--- src/rtl/sme_pkg.sv ---
`timescale 1ns / 1ps
// ---------------------------------------------------------------------------
// sme_pkg
// opcodes, status codes and fixed-point constants of the stack machine
// ---------------------------------------------------------------------------
package sme_pkg;

	localparam int DATA_W = 32;
	localparam int MODE_W = 5;
	localparam int TGT_W = 16;
	localparam int STAT_W = 3;

	localparam logic [MODE_W-1:0] OP_PUSH = 5'd0;
	localparam logic [MODE_W-1:0] OP_SAY  = 5'd1;
	localparam logic [MODE_W-1:0] OP_ADD  = 5'd2;
	localparam logic [MODE_W-1:0] OP_SUB  = 5'd3;
	localparam logic [MODE_W-1:0] OP_MUL  = 5'd4;
	localparam logic [MODE_W-1:0] OP_DIV  = 5'd5;
	localparam logic [MODE_W-1:0] OP_MOD  = 5'd6;
	localparam logic [MODE_W-1:0] OP_EQ   = 5'd7;
	localparam logic [MODE_W-1:0] OP_NE   = 5'd8;
	localparam logic [MODE_W-1:0] OP_LT   = 5'd9;
	localparam logic [MODE_W-1:0] OP_LE   = 5'd10;
	localparam logic [MODE_W-1:0] OP_GT   = 5'd11;
	localparam logic [MODE_W-1:0] OP_GE   = 5'd12;
	localparam logic [MODE_W-1:0] OP_JMP  = 5'd13;
	localparam logic [MODE_W-1:0] OP_JZ   = 5'd14;
	localparam logic [MODE_W-1:0] OP_RET  = 5'd15;

	localparam logic [STAT_W-1:0] ST_OK    = 3'd0;
	localparam logic [STAT_W-1:0] ST_HALT  = 3'd1;
	localparam logic [STAT_W-1:0] ST_UNDER = 3'd2;
	localparam logic [STAT_W-1:0] ST_OVER  = 3'd3;
	localparam logic [STAT_W-1:0] ST_BADOP = 3'd4;
	localparam logic [STAT_W-1:0] ST_DIVZ  = 3'd5;

	localparam logic [DATA_W-1:0] Q_ONE  = 32'h0001_0000;
	localparam logic [DATA_W-1:0] Q_ZERO = 32'h0000_0000;
	localparam logic [DATA_W-1:0] Q_MAX  = 32'h7fff_ffff;
	localparam logic [DATA_W-1:0] Q_MIN  = 32'h8000_0000;

	typedef struct packed {
		logic start;
		logic is_mod;
	} div_ctl_t;

endpackage

--- src/rtl/sme_divider.sv ---
`timescale 1ns / 1ps
// ---------------------------------------------------------------------------
// sme_divider
// restoring divider, one quotient bit per cycle, magnitudes only
// ---------------------------------------------------------------------------
module sme_divider (
	input  logic                    clk,
	input  logic                    arst_n,
	input  sme_pkg::div_ctl_t       ctl,
	input  logic [47:0]             dividend,
	input  logic [31:0]             divisor,
	output logic                    done,
	output logic [47:0]             quotient,
	output logic [31:0]             remainder
);
	import sme_pkg::*;

	logic [5:0]  cnt_q;
	logic        busy_q;
	logic [47:0] quo_q;
	logic [32:0] rem_q;
	logic [31:0] dvs_q;
	logic [32:0] shifted;
	logic [32:0] diff;
	logic [5:0]  nbits;

	assign nbits = ctl.is_mod ? 6'd32 : 6'd48;
	assign shifted = {rem_q[31:0], quo_q[47]};
	assign diff = shifted - {1'b0, dvs_q};

	always_ff @(posedge clk or negedge arst_n) begin
		if (!arst_n) begin
			busy_q <= 1'b0;
			cnt_q <= '0;
			done <= 1'b0;
		end else begin
			done <= 1'b0;
			if (ctl.start) begin
				busy_q <= 1'b1;
				cnt_q <= nbits;
			end else if (busy_q) begin
				cnt_q <= cnt_q - 6'd1;
				if (cnt_q == 6'd1) begin
					busy_q <= 1'b0;
					done <= 1'b1;
				end
			end
		end
	end

	// mod walks only the upper 32 bits of the dividend, which hold the operand magnitude
	always_ff @(posedge clk) begin
		if (ctl.start) begin
			quo_q <= ctl.is_mod ? {dividend[47:16], 16'd0} : dividend;
			rem_q <= '0;
			dvs_q <= divisor;
		end else if (busy_q) begin
			if (!diff[32]) begin
				rem_q <= diff;
				quo_q <= {quo_q[46:0], 1'b1};
			end else begin
				rem_q <= shifted;
				quo_q <= {quo_q[46:0], 1'b0};
			end
		end
	end

	assign quotient = quo_q;
	assign remainder = rem_q[31:0];
endmodule

--- config.mk ---
export PLATFORM = sky130hd
export DESIGN_NAME = sme_divider
export DESIGN_NICKNAME = d
export VERILOG_FILES = /design/src/rtl/sme_pkg.sv /design/src/rtl/sme_divider.sv
export SDC_FILE = /design/constraint.sdc
export NUM_CORES = 1
export LEC_CHECK = 0
export CAP_MARGIN = 0
export CORE_MARGIN = 2
export CORE_UTILIZATION = 39
export CTS_BUF_LIST = sky130_fd_sc_hd__clkbuf_8
export DETAILED_ROUTE_END_ITERATION = 8
export DONT_BUFFER_PORTS = 1
export HOLD_SLACK_MARGIN = 0.15
export PLACE_DENSITY_LB_ADDON = 0.1
export SYNTH_ARGS = -nofsm -noshare
export SYNTH_HDL_FRONTEND = slang
export SYNTH_SLANG_ARGS = --single-unit
--- constraint.sdc ---
create_clock -name clk -period 5.7 [get_ports clk]
set_clock_uncertainty 0.2 [all_clocks]
set_input_delay 0.855 -clock clk [delete_from_list [all_inputs] [get_ports clk]]
set_output_delay 0.855 -clock clk [all_outputs]
set_load 0.02 [all_outputs]
==> summary.txt, run 1 <==
Power and ir drop
  – Pwr/cell area: between 400 and 500 nW/um^2
  – Peak VDD IR: a little over 200 uV
  – Static leakage: about 0.0029 uW

Clock network
  – Sink Count: 120
  – Skew-Pair Late Insertion Delay: around 0.45 ns
  – Worst-case clock buffer depth: 2
  – H-tree level count: 4
  – Total CTS buffers: 17
  – CTS tree: done
  – Root Buffer: clkbuf_8
  – # resized after CTS: 0
  – Clk pin slew, worst setup/hold paths: about 0.08 ns
  – Hold_buf cts: 1
  – Post-CTS setup buffer count: 0

Floorplanning
  – Starting Density: 0.395
  – Site Rows: between 40 and 50
  – Die span in y: around 140 microns
  – DIE WIDTH: approximately 140 microns
  – Die area: 18500 sq um
  – Core ar.: ~17000 sq um
  – IO Pins: roughly 170

STA
  – Final hold violation count: 0
  – Peak Freq: roughly 250 MHz
  – Final hold slack: approximately 0.27 ns
  – Final setup vio count: 0
  – Worst Tran Pin Value: between 1 and 1.5 ns
  – Slew Viols, Final: 0
  – RSZ-0062 raised after global routing: no
  – Crit share post-route: 0.715
  – Max_slew headroom: 0.259
  – Final min period: roughly 4 ns
  – Sum Neg Setup Slack: 0 ns

GRT
  – First-pass GRT wire length: about 27000 microns
  – GRT overflow: 0
  – Initial antenna violation count: 0
  – GRT Util Overall: 0.187
  – Pin count of the biggest net entering global routing: between 100 and 150
  – Vias in the first global route: 4973

Synth
  – Post-Syn Area: between 6000 and 7000 sq um
  – Sequential element share of the synthesized area: 0.478
  – Ys async rst share: 0.0667
  – Net Count, Synth: 769
  – Syn avg cell area: around 10 sq um
  – Most common flop cell mapped by yosys: edfxtp_1
  – Syn. warnings: 0
  – Mapped Cells: 650
  – Post-synth EDFFs: 80
  – Seq cells post-synth: 120
  – Post-synthesis cell type count: 66

Critical path
  – Crit end category: flop
  – CP Class: flop to flop
  – Max FO, Critical Path: 15
  – Startpoint class of the critical path: flop
  – Critical Path AT: ~4.2 ns
  – Worst EP required: roughly 6 ns

Drt
  – Vias per cell: about 6
  – Routed vias: between 5k and 6k
  – Final antenna-violating net count: 0
  – # DRC: 0
  – Initial DRC count: between 300 and 400
  – DR WL/cell: between 15 and 20 microns
  – Drt pass-1 iters: 4
  – Total Wirelength: between 15000 and 20000 microns

Status
  – Outcome: finished, final reports clean

Final layout
  – P&R area growth vs syn: 8.02%
  – Antenna fix cells: 0
  – Nets: roughly 760
  – Share of cells above drive strength 1: 0.125

Hold path
  – Min-delay worst type: input port to flop

Placement
  – Final Wtd Congestion: approximately 0.9
  – Dpl hpwl: about 12000 microns
  – Buffers on Ports: 0

Run
  – Max cap viols: 0
[layer usage]
layer / routed length [microns] / global-route usage / vias to the layer above / share of wire
li1: - / - / 2454 / -
met1: 7740 / 0.248 / 2524 / 0.45
met2: 8180 / 0.292 / 156 / 0.47
met3: 1100 / 0.0597 / 15 / 0.064
met4: 247 / 0.0573 / 0 / 0.014
met5: 0 / 0 / - / 0
[critical path: stages, from the launching register on]
cell,delay [ns]
edfxtp_1,0.53
inv_1,0.09
ha_1,0.23
fa_1,0.42
nor2b_1,0.17
o2111ai_1,0.22
a31oi_1,0.30
o21ai_2,0.16
a211o_2,0.34
a21oi_2,0.53
buf_4,0.33
o21ai_0,0.12
a311oi_1,0.32
[flip-flops by register name (all words and copies together), names as in the netlist]
register / count
busy_q: 1
quotient: 48
dvs_q: 32
done: 1
cnt_q: 6
rem_q: 32
[kinds of logic after synthesis]
| family | count (synthesis) | share of synthesized area |
|---|---|---|
| compound gates | 202 | 0.206 |
| simple gates | 150 | 0.107 |
| flops | 120 | 0.478 |
| buf+inv | 81 | 0.0513 |
| fa+ha+maj | 35 | 0.0657 |
| mux | 33 | 0.0546 |
| xor+xnor | 29 | 0.0374 |
[metrics by stage]
stage / instances / worst slack (ns) / area, sq um / power, uW / utilization
6_report: 881 / 1.63 / 7330 / 3500 / 0.427
2_1_floorplan: 650 / 2.47 / 6780 / 2430 / -
5_1_grt: 881 / 1.30 / 7330 / 3750 / 0.427
4_1_cts: 881 / 1.56 / 7330 / 3530 / 0.427
3_3_place_gp: 848 / 1.79 / 6940 / 2740 / 0.404
3_5_place_dp: 848 / 1.62 / 6940 / 2760 / 0.404
[worst paths after layout]
check,start,to,slack [ns],cells past startpoint
max in group asynchronous,arst_n,busy_q$_DFF_PN0_,4.46,1
setup / recovery,quotient[47]$_DFFE_PP_,rem_q[10]$_SDFFE_PP0P_,1.63,12
min in group asynchronous,arst_n,cnt_q[0]$_DFFE_PN0P_,0.55,1
hold / removal,ctl[1],rem_q[4]$_SDFFE_PP0P_,0.27,1
hold reg to reg,cnt_q[4]$_DFFE_PN0P_,done$_DFF_PN0_,0.31,1
setup reg to reg,quotient[47]$_DFFE_PP_,rem_q[10]$_SDFFE_PP0P_,1.63,12
[report_power, final]
group          internal (uW)  leakage (uW)  switching (uW)
sequential              1110       0.00120             346
clock                    353      0.000185             405
combinational            530       0.00150             765
total                   1990       0.00288            1520
[area by class of cell]
| cell class | count | area [sq um] |
|---|---|---|
| fill | 1693 | 9850 |
| sequential | 120 | 3240 |
| multi-input combinational | 449 | 3200 |
| tap | 225 | 282 |
| clock buffer | 17 | 234 |
| inverter | 50 | 188 |
| clock inverter | 15 | 144 |
| timing repair buffer | 5 | 40.0 |
[synth_stat cells (5+ instances only)]
library cell / number / area [sq um]
a211oi_1: 7 / 52.6
a21o_1: 10 / 75.1
a21oi_1: 38 / 190
a22o_1: 14 / 123
a311oi_1: 26 / 228
a31oi_1: 6 / 37.5
and3_1: 6 / 37.5
clkbuf_1: 23 / 86.3
dfrtp_1: 8 / 200
dfxtp_1: 32 / 641
edfxtp_1: 80 / 2400
ha_1: 34 / 425
inv_1: 49 / 184
mux2_2: 32 / 360
nand2_1: 30 / 113
nand3_1: 27 / 135
nand4_1: 5 / 31.3
nor2_1: 48 / 180
nor3_1: 10 / 50.1
o2111ai_1: 6 / 52.6
o211ai_1: 5 / 37.5
o21ai_0: 50 / 250
xnor2_1: 20 / 175
xor2_1: 9 / 78.8
[cells in the final DEF (no fill, tap or decap), types with 20 or more instances in the layout]
master and n:
edfxtp_1 80, nand3_1 27, mux2_2 32, ha_1 34, inv_1 48, o21ai_0 50, dfxtp_1 32, nor2_1 48
nand2_1 30, a311oi_1 26, a21oi_1 38, xnor2_1 20
(Power assumes the default switching activity.)
==> run 2, diff against run 1 <==
ABC_AREA = 1   (was unset)
clock period = 3.7 ns   (was 5.7 ns; I/O delays follow)
==> summary.txt, run 2 <==
GRT
  – Initial antenna violation count: 0 (unchanged)
  – First-pass GRT wire length: 32600 microns (+21%)
  – GRT Util Overall: 0.205 (+0.0183)
  – Pin count of the biggest net entering global routing: 66 (-36%)
  – GRT overflow: 0 (unchanged)
  – Vias in the first global route: 6399 (+29%)

Placement
  – Buffers on Ports: 0 (unchanged)
  – Dpl hpwl: 14400 microns (+21%)
  – Final Wtd Congestion: 0.897 (-3.2%)

Power and ir drop
  – Static leakage: 0.00474 uW (+64%)
  – Peak VDD IR: 271 uV (+31%)
  – NetSw: 2420 uW (+60%)
  – Combinational share of power: 0.386 (+0.017)
  – Pwr/cell area: 590 nW/um^2 (+23%)
  – Internal Pwr Total: 2900 uW (+46%)
  – Clock Power Share: 0.223 (+0.007)
  – Net Sw Frac: 0.455 (+0.0223)
  – Sequential share of power: 0.390 (-0.024)

STA
  – Final hold violation count: 0 (unchanged)
  – Sum Neg Setup Slack: 0 ns (unchanged)
  – Slew Viols, Final: 0 (unchanged)
  – Peak Freq: 325 MHz (+32%)
  – RSZ-0062 raised after global routing: no
  – Crit share post-route: 0.832 (+0.117)
  – Worst Tran Pin Value: 1.07 ns (-0.0434 ns)
  – Max_slew headroom: 0.288 (+0.0289)
  – Final min period: 3.08 ns (-0.997 ns)
  – Final hold slack: 0.238 ns (-0.0361 ns)
  – Final setup vio count: 0 (unchanged)

Critical path
  – Delay of the slowest critical-path stage: 0.51 ns (-0.02 ns)
  – Critical Path Slowest Stage Cell: edfxtp_1
  – Crit end category: flop
  – Buf+Inv Stages, Crit Path: 3 (+1)
  – Max FO, Critical Path: 27 (+12)
  – Most used cell, CP: nand2_1
  – Critical Path, Cell by Cell: inv_1, ha_1, fa_1, inv_1, nand2_1, nand2_1, nand3_1, nand2_1, nand2_1, nand2_1, nand2_2, nand2_1, nand2_1, nand2_2, buf_12, o21ai_0
  – Critical Path AT: 3.09 ns (-1.13 ns)
  – Cell family with most CP delay: simple AND/OR/NAND/NOR gates
  – Crit path from: quotient[47]$_DFFE_PP_
  – Worst EP required: 3.71 ns (-2.13 ns)
  – CP Class: flop to flop
  – Startpoint class of the critical path: flop
  – Reg2reg start: quotient[47]$_DFFE_PP_

Clock network
  – H-tree level count: 4 (unchanged)
  – CTS tree: done
  – # resized after CTS: 0 (unchanged)
  – Skew-Pair Late Insertion Delay: 0.46 ns (about the same)
  – Root Buffer: clkbuf_8
  – Clk pin slew, worst setup/hold paths: 0.09 ns (about the same)
  – Sink Count: 120 (unchanged)
  – Total CTS buffers: 17 (unchanged)
  – Worst-case clock buffer depth: 2 (unchanged)

Drt
  – Routed vias: 6546 (+27%)
  – Total Wirelength: 20300 microns (+18%)
  – Drt pass-1 iters: 5 (+1)
  – DR WL/cell: 14.3 microns (-27%)
  – Vias per cell: 4.59 (-22%)
  – Final antenna-violating net count: 0 (unchanged)
  – # DRC: 0 (unchanged)
  – Initial DRC count: 324 (-6.1%)

Final layout
  – Register area: 3240 sq um (about the same)
  – Fill count: 1908 (+13%)
  – Antenna fix cells: 0 (unchanged)
  – Most frequent cells in the layout: nand2_1, inv_1, dlygate4sd3_1
  – Footprint of the multi-input gates: 3390 sq um (+5.9%)
  – Nets: 1273 (+67%)
  – Commonest non-fill, non-tap cell in the layout: nand2_1
  – Share of cells above drive strength 1: 0.0411 (-0.0839)
  – Max reg flops: 48 (unchanged)
  – P&R area growth vs syn: 19.8%

Synth
  – Most common flop cell mapped by yosys: edfxtp_1
  – Post-synth top cells: nand2_1, inv_1, edfxtp_1
  – Sequential element share of the synthesized area: 0.431 (-0.0471)
  – Syn avg cell area: 7.04 sq um (-33%)
  – Post-synth top area share: 0.319 (-0.0349)
  – Post-synth EDFFs: 80 (unchanged)
  – Syn. warnings: 0 (unchanged)
  – Area contributors post-synth: edfxtp_1, nand2_1, inv_1, dfxtp_1, ha_1
  – Ys async rst share: 0.0667 (unchanged)
  – Seq cells post-synth: 120 (unchanged)
  – Post-synthesis cell type count: 35 (-47%)
  – Mapped Cells: 1069 (+64%)
  – Count leader, synth: nand2_1
  – Post-Syn Area: 7520 sq um (+11%)
  – Net Count, Synth: 1188 (+54%)
  – Leading area contributor after synthesis: edfxtp_1

Floorplanning
  – Core ar.: 18800 sq um (+9.6%)
  – IO Pins: 165 (unchanged)
  – Die area: 20400 sq um (+11%)
  – DIE WIDTH: 143 microns (+5.2%)
  – Site Rows: 50 (+4.2%)
  – Die span in y: 143 microns (+5.2%)
  – Starting Density: 0.400 (+0.00464)

Status
  – Outcome: finished, final reports clean

Run
  – Max cap viols: 0 (unchanged)

Hold path
  – Min-delay worst type: input port to asynchronous set/reset pin
[run 2: cell types whose count changed in the layout (fill, tap and decap cells not counted), moves of 6 or more]
cell / previous run / this run
a211oi_1: 7 / 0
a21o_1: 10 / 2
a21oi_1: 38 / 21
a311oi_1: 26 / 0
a31oi_1: 6 / 0
dlygate4sd3_1: 1 / 82
inv_1: 48 / 207
mux2_2: 32 / 0
nand2_1: 30 / 473
nand3_1: 27 / 60
o2111ai_1: 6 / 0
o21ai_0: 50 / 8
xnor2_1: 20 / 13
xor2_1: 9 / 2
[run 2: power by group through the flow]
stage,Sequential (uW),Clock [uW],Combinational [uW]
6_report,2080,1190,2050
5_1_grt,2110,1280,2370
4_1_cts,2080,1220,2070
3_5_place_dp,2110,0,1970
3_3_place_gp,2110,0,1960
2_1_floorplan,2030,0,1570
[run 2: worst paths after layout]
check	slack, ns	depth (start not counted)	to
max in group asynchronous	2.77	1	cnt_q[1]$_DFFE_PN0P_
hold reg to reg	0.29	1	cnt_q[3]$_DFFE_PN0P_
hold / removal	0.24	1	cnt_q[4]$_DFFE_PN0P_
setup / recovery	0.62	16	quotient[0]$_DFFE_PP_
setup reg to reg	0.62	16	quotient[0]$_DFFE_PP_
min in group clk	0.24	3	cnt_q[1]$_DFFE_PN0P_
[run 2: final cells by class]
cell class                 count  area share
tap                          260      0.0361
inverter                     210      0.0875
multi-input combinational    718       0.376
clock buffer                  17      0.0260
timing repair buffer          87      0.0988
sequential                   120       0.360
clock inverter                15      0.0162
[run 2: repair_timing]
item / 4_1_cts / 5_1_grt
hold buffers: 83 / 0
endpoints found under the hold margin: 121 / 0
buffers inserted: 0 / 0
[run 2: layer usage]
metal  part of all wire  vias to the layer above  global-route usage
met4              0.020                        0              0.0703
met1               0.45                     2904               0.256
met5                  0                        -                   0
li1                   -                     3443                   -
met2               0.47                      174               0.344
met3              0.060                       25              0.0547
[run 2: logic make-up (layout without fill, tap and decap cells)]
family	Yosys count	after routing	synth area share
simple gates	618	618	0.330
compound gates	50	50	0.0422
xor+xnor	15	15	0.0175
buf+inv	231	329	0.120
fa+ha+maj	35	35	0.0592
flops	120	120	0.431
[run 2: metrics by stage]
| step | instance area [sq um] | std cells | total power [uW] | worst slack, ns | util |
|---|---|---|---|---|---|
| final | 9010 | 1427 | 5320 | 0.623 | 0.479 |
| after detailed placement | 7780 | 1312 | 4080 | 0.603 | 0.413 |
| after floorplan | 7520 | 1069 | 3600 | 1.04 | - |
| after CTS | 9010 | 1427 | 5380 | 0.601 | 0.479 |
| after global placement | 7780 | 1312 | 4070 | 0.689 | 0.413 |
| after global routing | 9010 | 1427 | 5760 | 0.319 | 0.479 |
[run 2: worst reg2reg max path: stages (launching register included)]
cell and delay, ns:
edfxtp_1 0.51, inv_1 0.10, ha_1 0.24, fa_1 0.41, inv_1 0.11, nand2_1 0.06
nand2_1 0.10, nand3_1 0.08, nand2_1 0.12, nand2_1 0.06, nand2_1 0.11, nand2_2 0.09
nand2_1 0.09, nand2_1 0.07, nand2_2 0.19, buf_12 0.22, o21ai_0 0.09
==> run 3, diff against run 2 <==
ABC_AREA = 0   (was 1)
clock period = 2.7 ns   (was 3.7 ns; I/O delays follow)
==> summary.txt, run 3 (synthesis results as in run 1) <==
Critical path
  – Delay of the slowest critical-path stage: 0.41 ns (-0.10 ns)
  – Startpoint class of the critical path: flop
  – Critical path depth in cells: 13 (-3)
  – Cell family with most CP delay: compound AO/OA/AOI/OAI gates
  – Reg2Reg Setup Slack: -0.50 ns (-1.12 ns)
  – Worst setup path end: rem_q[13]$_SDFFE_PP0P_
  – Crit path from: dvs_q[0]$_DFFE_PP_
  – Critical Path AT: 3.36 ns (+0.27 ns)
  – Max FO, Critical Path: 7 (-74%)
  – R2R Path End: rem_q[13]$_SDFFE_PP0P_
  – Critical Path, Cell by Cell: ha_4, fa_2, nor2b_4, o2111ai_4, a31oi_4, o21ai_2, a211o_2, buf_6, buf_6, nand3_4, clkbuf_16, nand3_4, a311oi_2
  – CP Class: flop to flop
  – Worst reg2reg path depth: 13 (-3)
  – Critical Path Slowest Stage Cell: edfxtp_1
  – Worst EP required: 2.86 ns (-0.85 ns)
  – Reg2reg start: dvs_q[0]$_DFFE_PP_
  – Buf+Inv Stages, Crit Path: 3 (unchanged)
  – Crit end category: flop

GRT
  – First-pass GRT wire length: 32800 microns (+0.57%)
  – GRT Util Overall: 0.227 (+0.0218)
  – Initial antenna violation count: 0 (unchanged)
  – GRT overflow: 0 (unchanged)
  – Pin count of the biggest net entering global routing: 103 (+56%)
  – Vias in the first global route: 6429 (+0.47%)

Hold path
  – Min-delay worst type: input port to flop

STA
  – Slew Viols, Final: 0 (unchanged)
  – Setup WS post-layout: -0.501 ns (-1.12 ns)
  – Peak Freq: 312 MHz (-3.9%)
  – Final min period: 3.20 ns (+0.124 ns)
  – Worst Tran Pin Value: 1.02 ns (-0.0488 ns)
  – Final hold slack: -0.175 ns (-0.412 ns)
  – Final setup vio count: 33 (+33)
  – Max_slew headroom: 0.319 (+0.0316)
  – RSZ-0062 raised after global routing: yes
  – Final hold violation count: 57 (+57)
  – Crit share post-route: 1.19 (+0.354)

Final layout
  – Max reg flops: 48 (unchanged)
  – Commonest non-fill, non-tap cell in the layout: buf_4
  – Share of cells above drive strength 1: 0.326 (+0.285)
  – Most frequent cells in the layout: buf_4, dlygate4sd3_1, edfxtp_1
  – Nets: 1047 (-18%)
  – Post-route design area: 10400 sq um (+15%)
  – P&R area growth vs syn: 53.3%

Clock network
  – Total CTS buffers: 17 (unchanged)
  – Skew-Pair Late Insertion Delay: 0.44 ns (-0.02 ns)
  – Clk pin slew, worst setup/hold paths: 0.08 ns (about the same)
  – Sink Count: 120 (unchanged)
  – Worst-case clock buffer depth: 2 (unchanged)
  – Root Buffer: clkbuf_8
  – Hold_buf cts: 122 (+47%)
  – CTS tree: done
  – H-tree level count: 4 (unchanged)

Drt
  – Final antenna-violating net count: 0 (unchanged)
  – Initial DRC count: 292 (-9.9%)
  – Vias per cell: 5.40 (+18%)
  – DR WL/cell: 18.3 microns (+28%)
  – Total Wirelength: 21400 microns (+5.0%)
  – # DRC: 0 (unchanged)
  – Drt pass-1 iters: 5 (unchanged)
  – Routed vias: 6302 (-3.7%)

Floorplanning
  – IO Pins: 165 (unchanged)
  – Die area: 18500 sq um (-9.6%)
  – Site Rows: 48 (-4.0%)
  – Core ar.: 17200 sq um (-8.8%)
  – Starting Density: 0.395 (-0.00464)
  – DIE WIDTH: 136 microns (-4.9%)
  – Die span in y: 136 microns (-4.9%)

Power and ir drop
  – Final Power: 9920 uW (+86%)
  – Peak VDD IR: 546 uV (+100%)
  – Static leakage: 0.00436 uW (-7.9%)
  – Pwr/cell area: 953 nW/um^2 (+62%)

Placement
  – Final Wtd Congestion: 0.895 (-0.21%)
  – Buffers on Ports: 0 (unchanged)
  – Dpl hpwl: 13900 microns (-3.8%)
  – Placed instance area: 8100 sq um (+4.0%)

Run
  – Max cap viols: 0 (unchanged)

Status
  – Failing checks: hold timing, setup timing
  – Outcome: complete, but fails checks
run 3: cell count changes in the layout (fill, tap and decap cells not counted), sizes merged, moves of 8 or more:
cell / before / now
a211oi: 0 / 8
a21o: 2 / 12
a21oi: 21 / 39
a311oi: 0 / 26
buf: 5 / 166
dlygate4sd3: 82 / 122
inv: 220 / 55
mux2: 0 / 32
nand2: 477 / 30
nand3: 61 / 27
o21ai: 9 / 53
run 3: cell type report:
cell class / instances / area [sq um]
fillers: 1489 / 6770
multi-input cells: 449 / 3650
flip-flops and latches: 120 / 3250
repair buffers: 290 / 2640
well taps: 225 / 282
clock buffers: 17 / 234
inverters: 50 / 188
clock inverters: 15 / 169
diodes: 1 / 2.50
run 3: worst min-delay path by stage:
stage / startpoint / endpoint / slack, ns / cells past startpoint
2_1_floorplan: arst_n / busy_q$_DFF_PN0_ / -0.09 / 0
3_3_place_gp: arst_n / done$_DFF_PN0_ / -0.09 / 0
3_5_place_dp: arst_n / done$_DFF_PN0_ / -0.09 / 0
4_1_cts: ctl[1] / rem_q[3]$_SDFFE_PP0P_ / -0.20 / 1
5_1_grt: ctl[1] / rem_q[4]$_SDFFE_PP0P_ / -0.22 / 1
6_report: ctl[1] / rem_q[3]$_SDFFE_PP0P_ / -0.17 / 1
run 3: through the flow:
step | cells | utilization | setup TNS, ns | hold slack, ns | setup slack, ns
final | 1167 | 0.606 | -15.11 | -0.175 | -0.501
after floorplan | 650 | - | -12.29 | -0.0906 | -0.484
after CTS | 1157 | 0.581 | -13.65 | -0.200 | -0.478
after detailed placement | 994 | 0.471 | -14.32 | -0.0902 | -0.509
after global placement | 994 | 0.471 | -12.55 | -0.0903 | -0.424
after global routing | 1166 | 0.605 | -19.39 | -0.216 | -0.641
run 3: power by group:
| group | internal, uW | switching [uW] |
|---|---|---|
| Clock | 844 | 857 |
| Combinational | 2680 | 2830 |
| Sequential | 2340 | 369 |
run 3: metal layers:
layer	track usage	routed length (microns)	share of wire
met2	0.380	10700	0.50
met1	0.296	9420	0.44
met5	0	0	0
met3	0.0533	987	0.046
met4	0.0602	201	0.0094
run 3: timing repair:
| item | CTS | global route |
|---|---|---|
| setup buffers | 7 | 8 |
| endpoints found under the hold margin | 155 | 58 |
| endpoints found under the setup margin | 33 | 33 |
| pin swaps | 31 | 34 |
| gates resized for setup | 50 | 56 |
| cloned | 2 | 3 |
run 3: worst reg2reg max path: stages, from the launching register on:
cell and delay, ns:
edfxtp_1 0.41, ha_4 0.19, fa_2 0.41, nor2b_4 0.16
o2111ai_4 0.16, a31oi_4 0.21, o21ai_2 0.09, a211o_2 0.36
buf_6 0.12, buf_6 0.11, nand3_4 0.17, clkbuf_16 0.22
nand3_4 0.08, a311oi_2 0.26
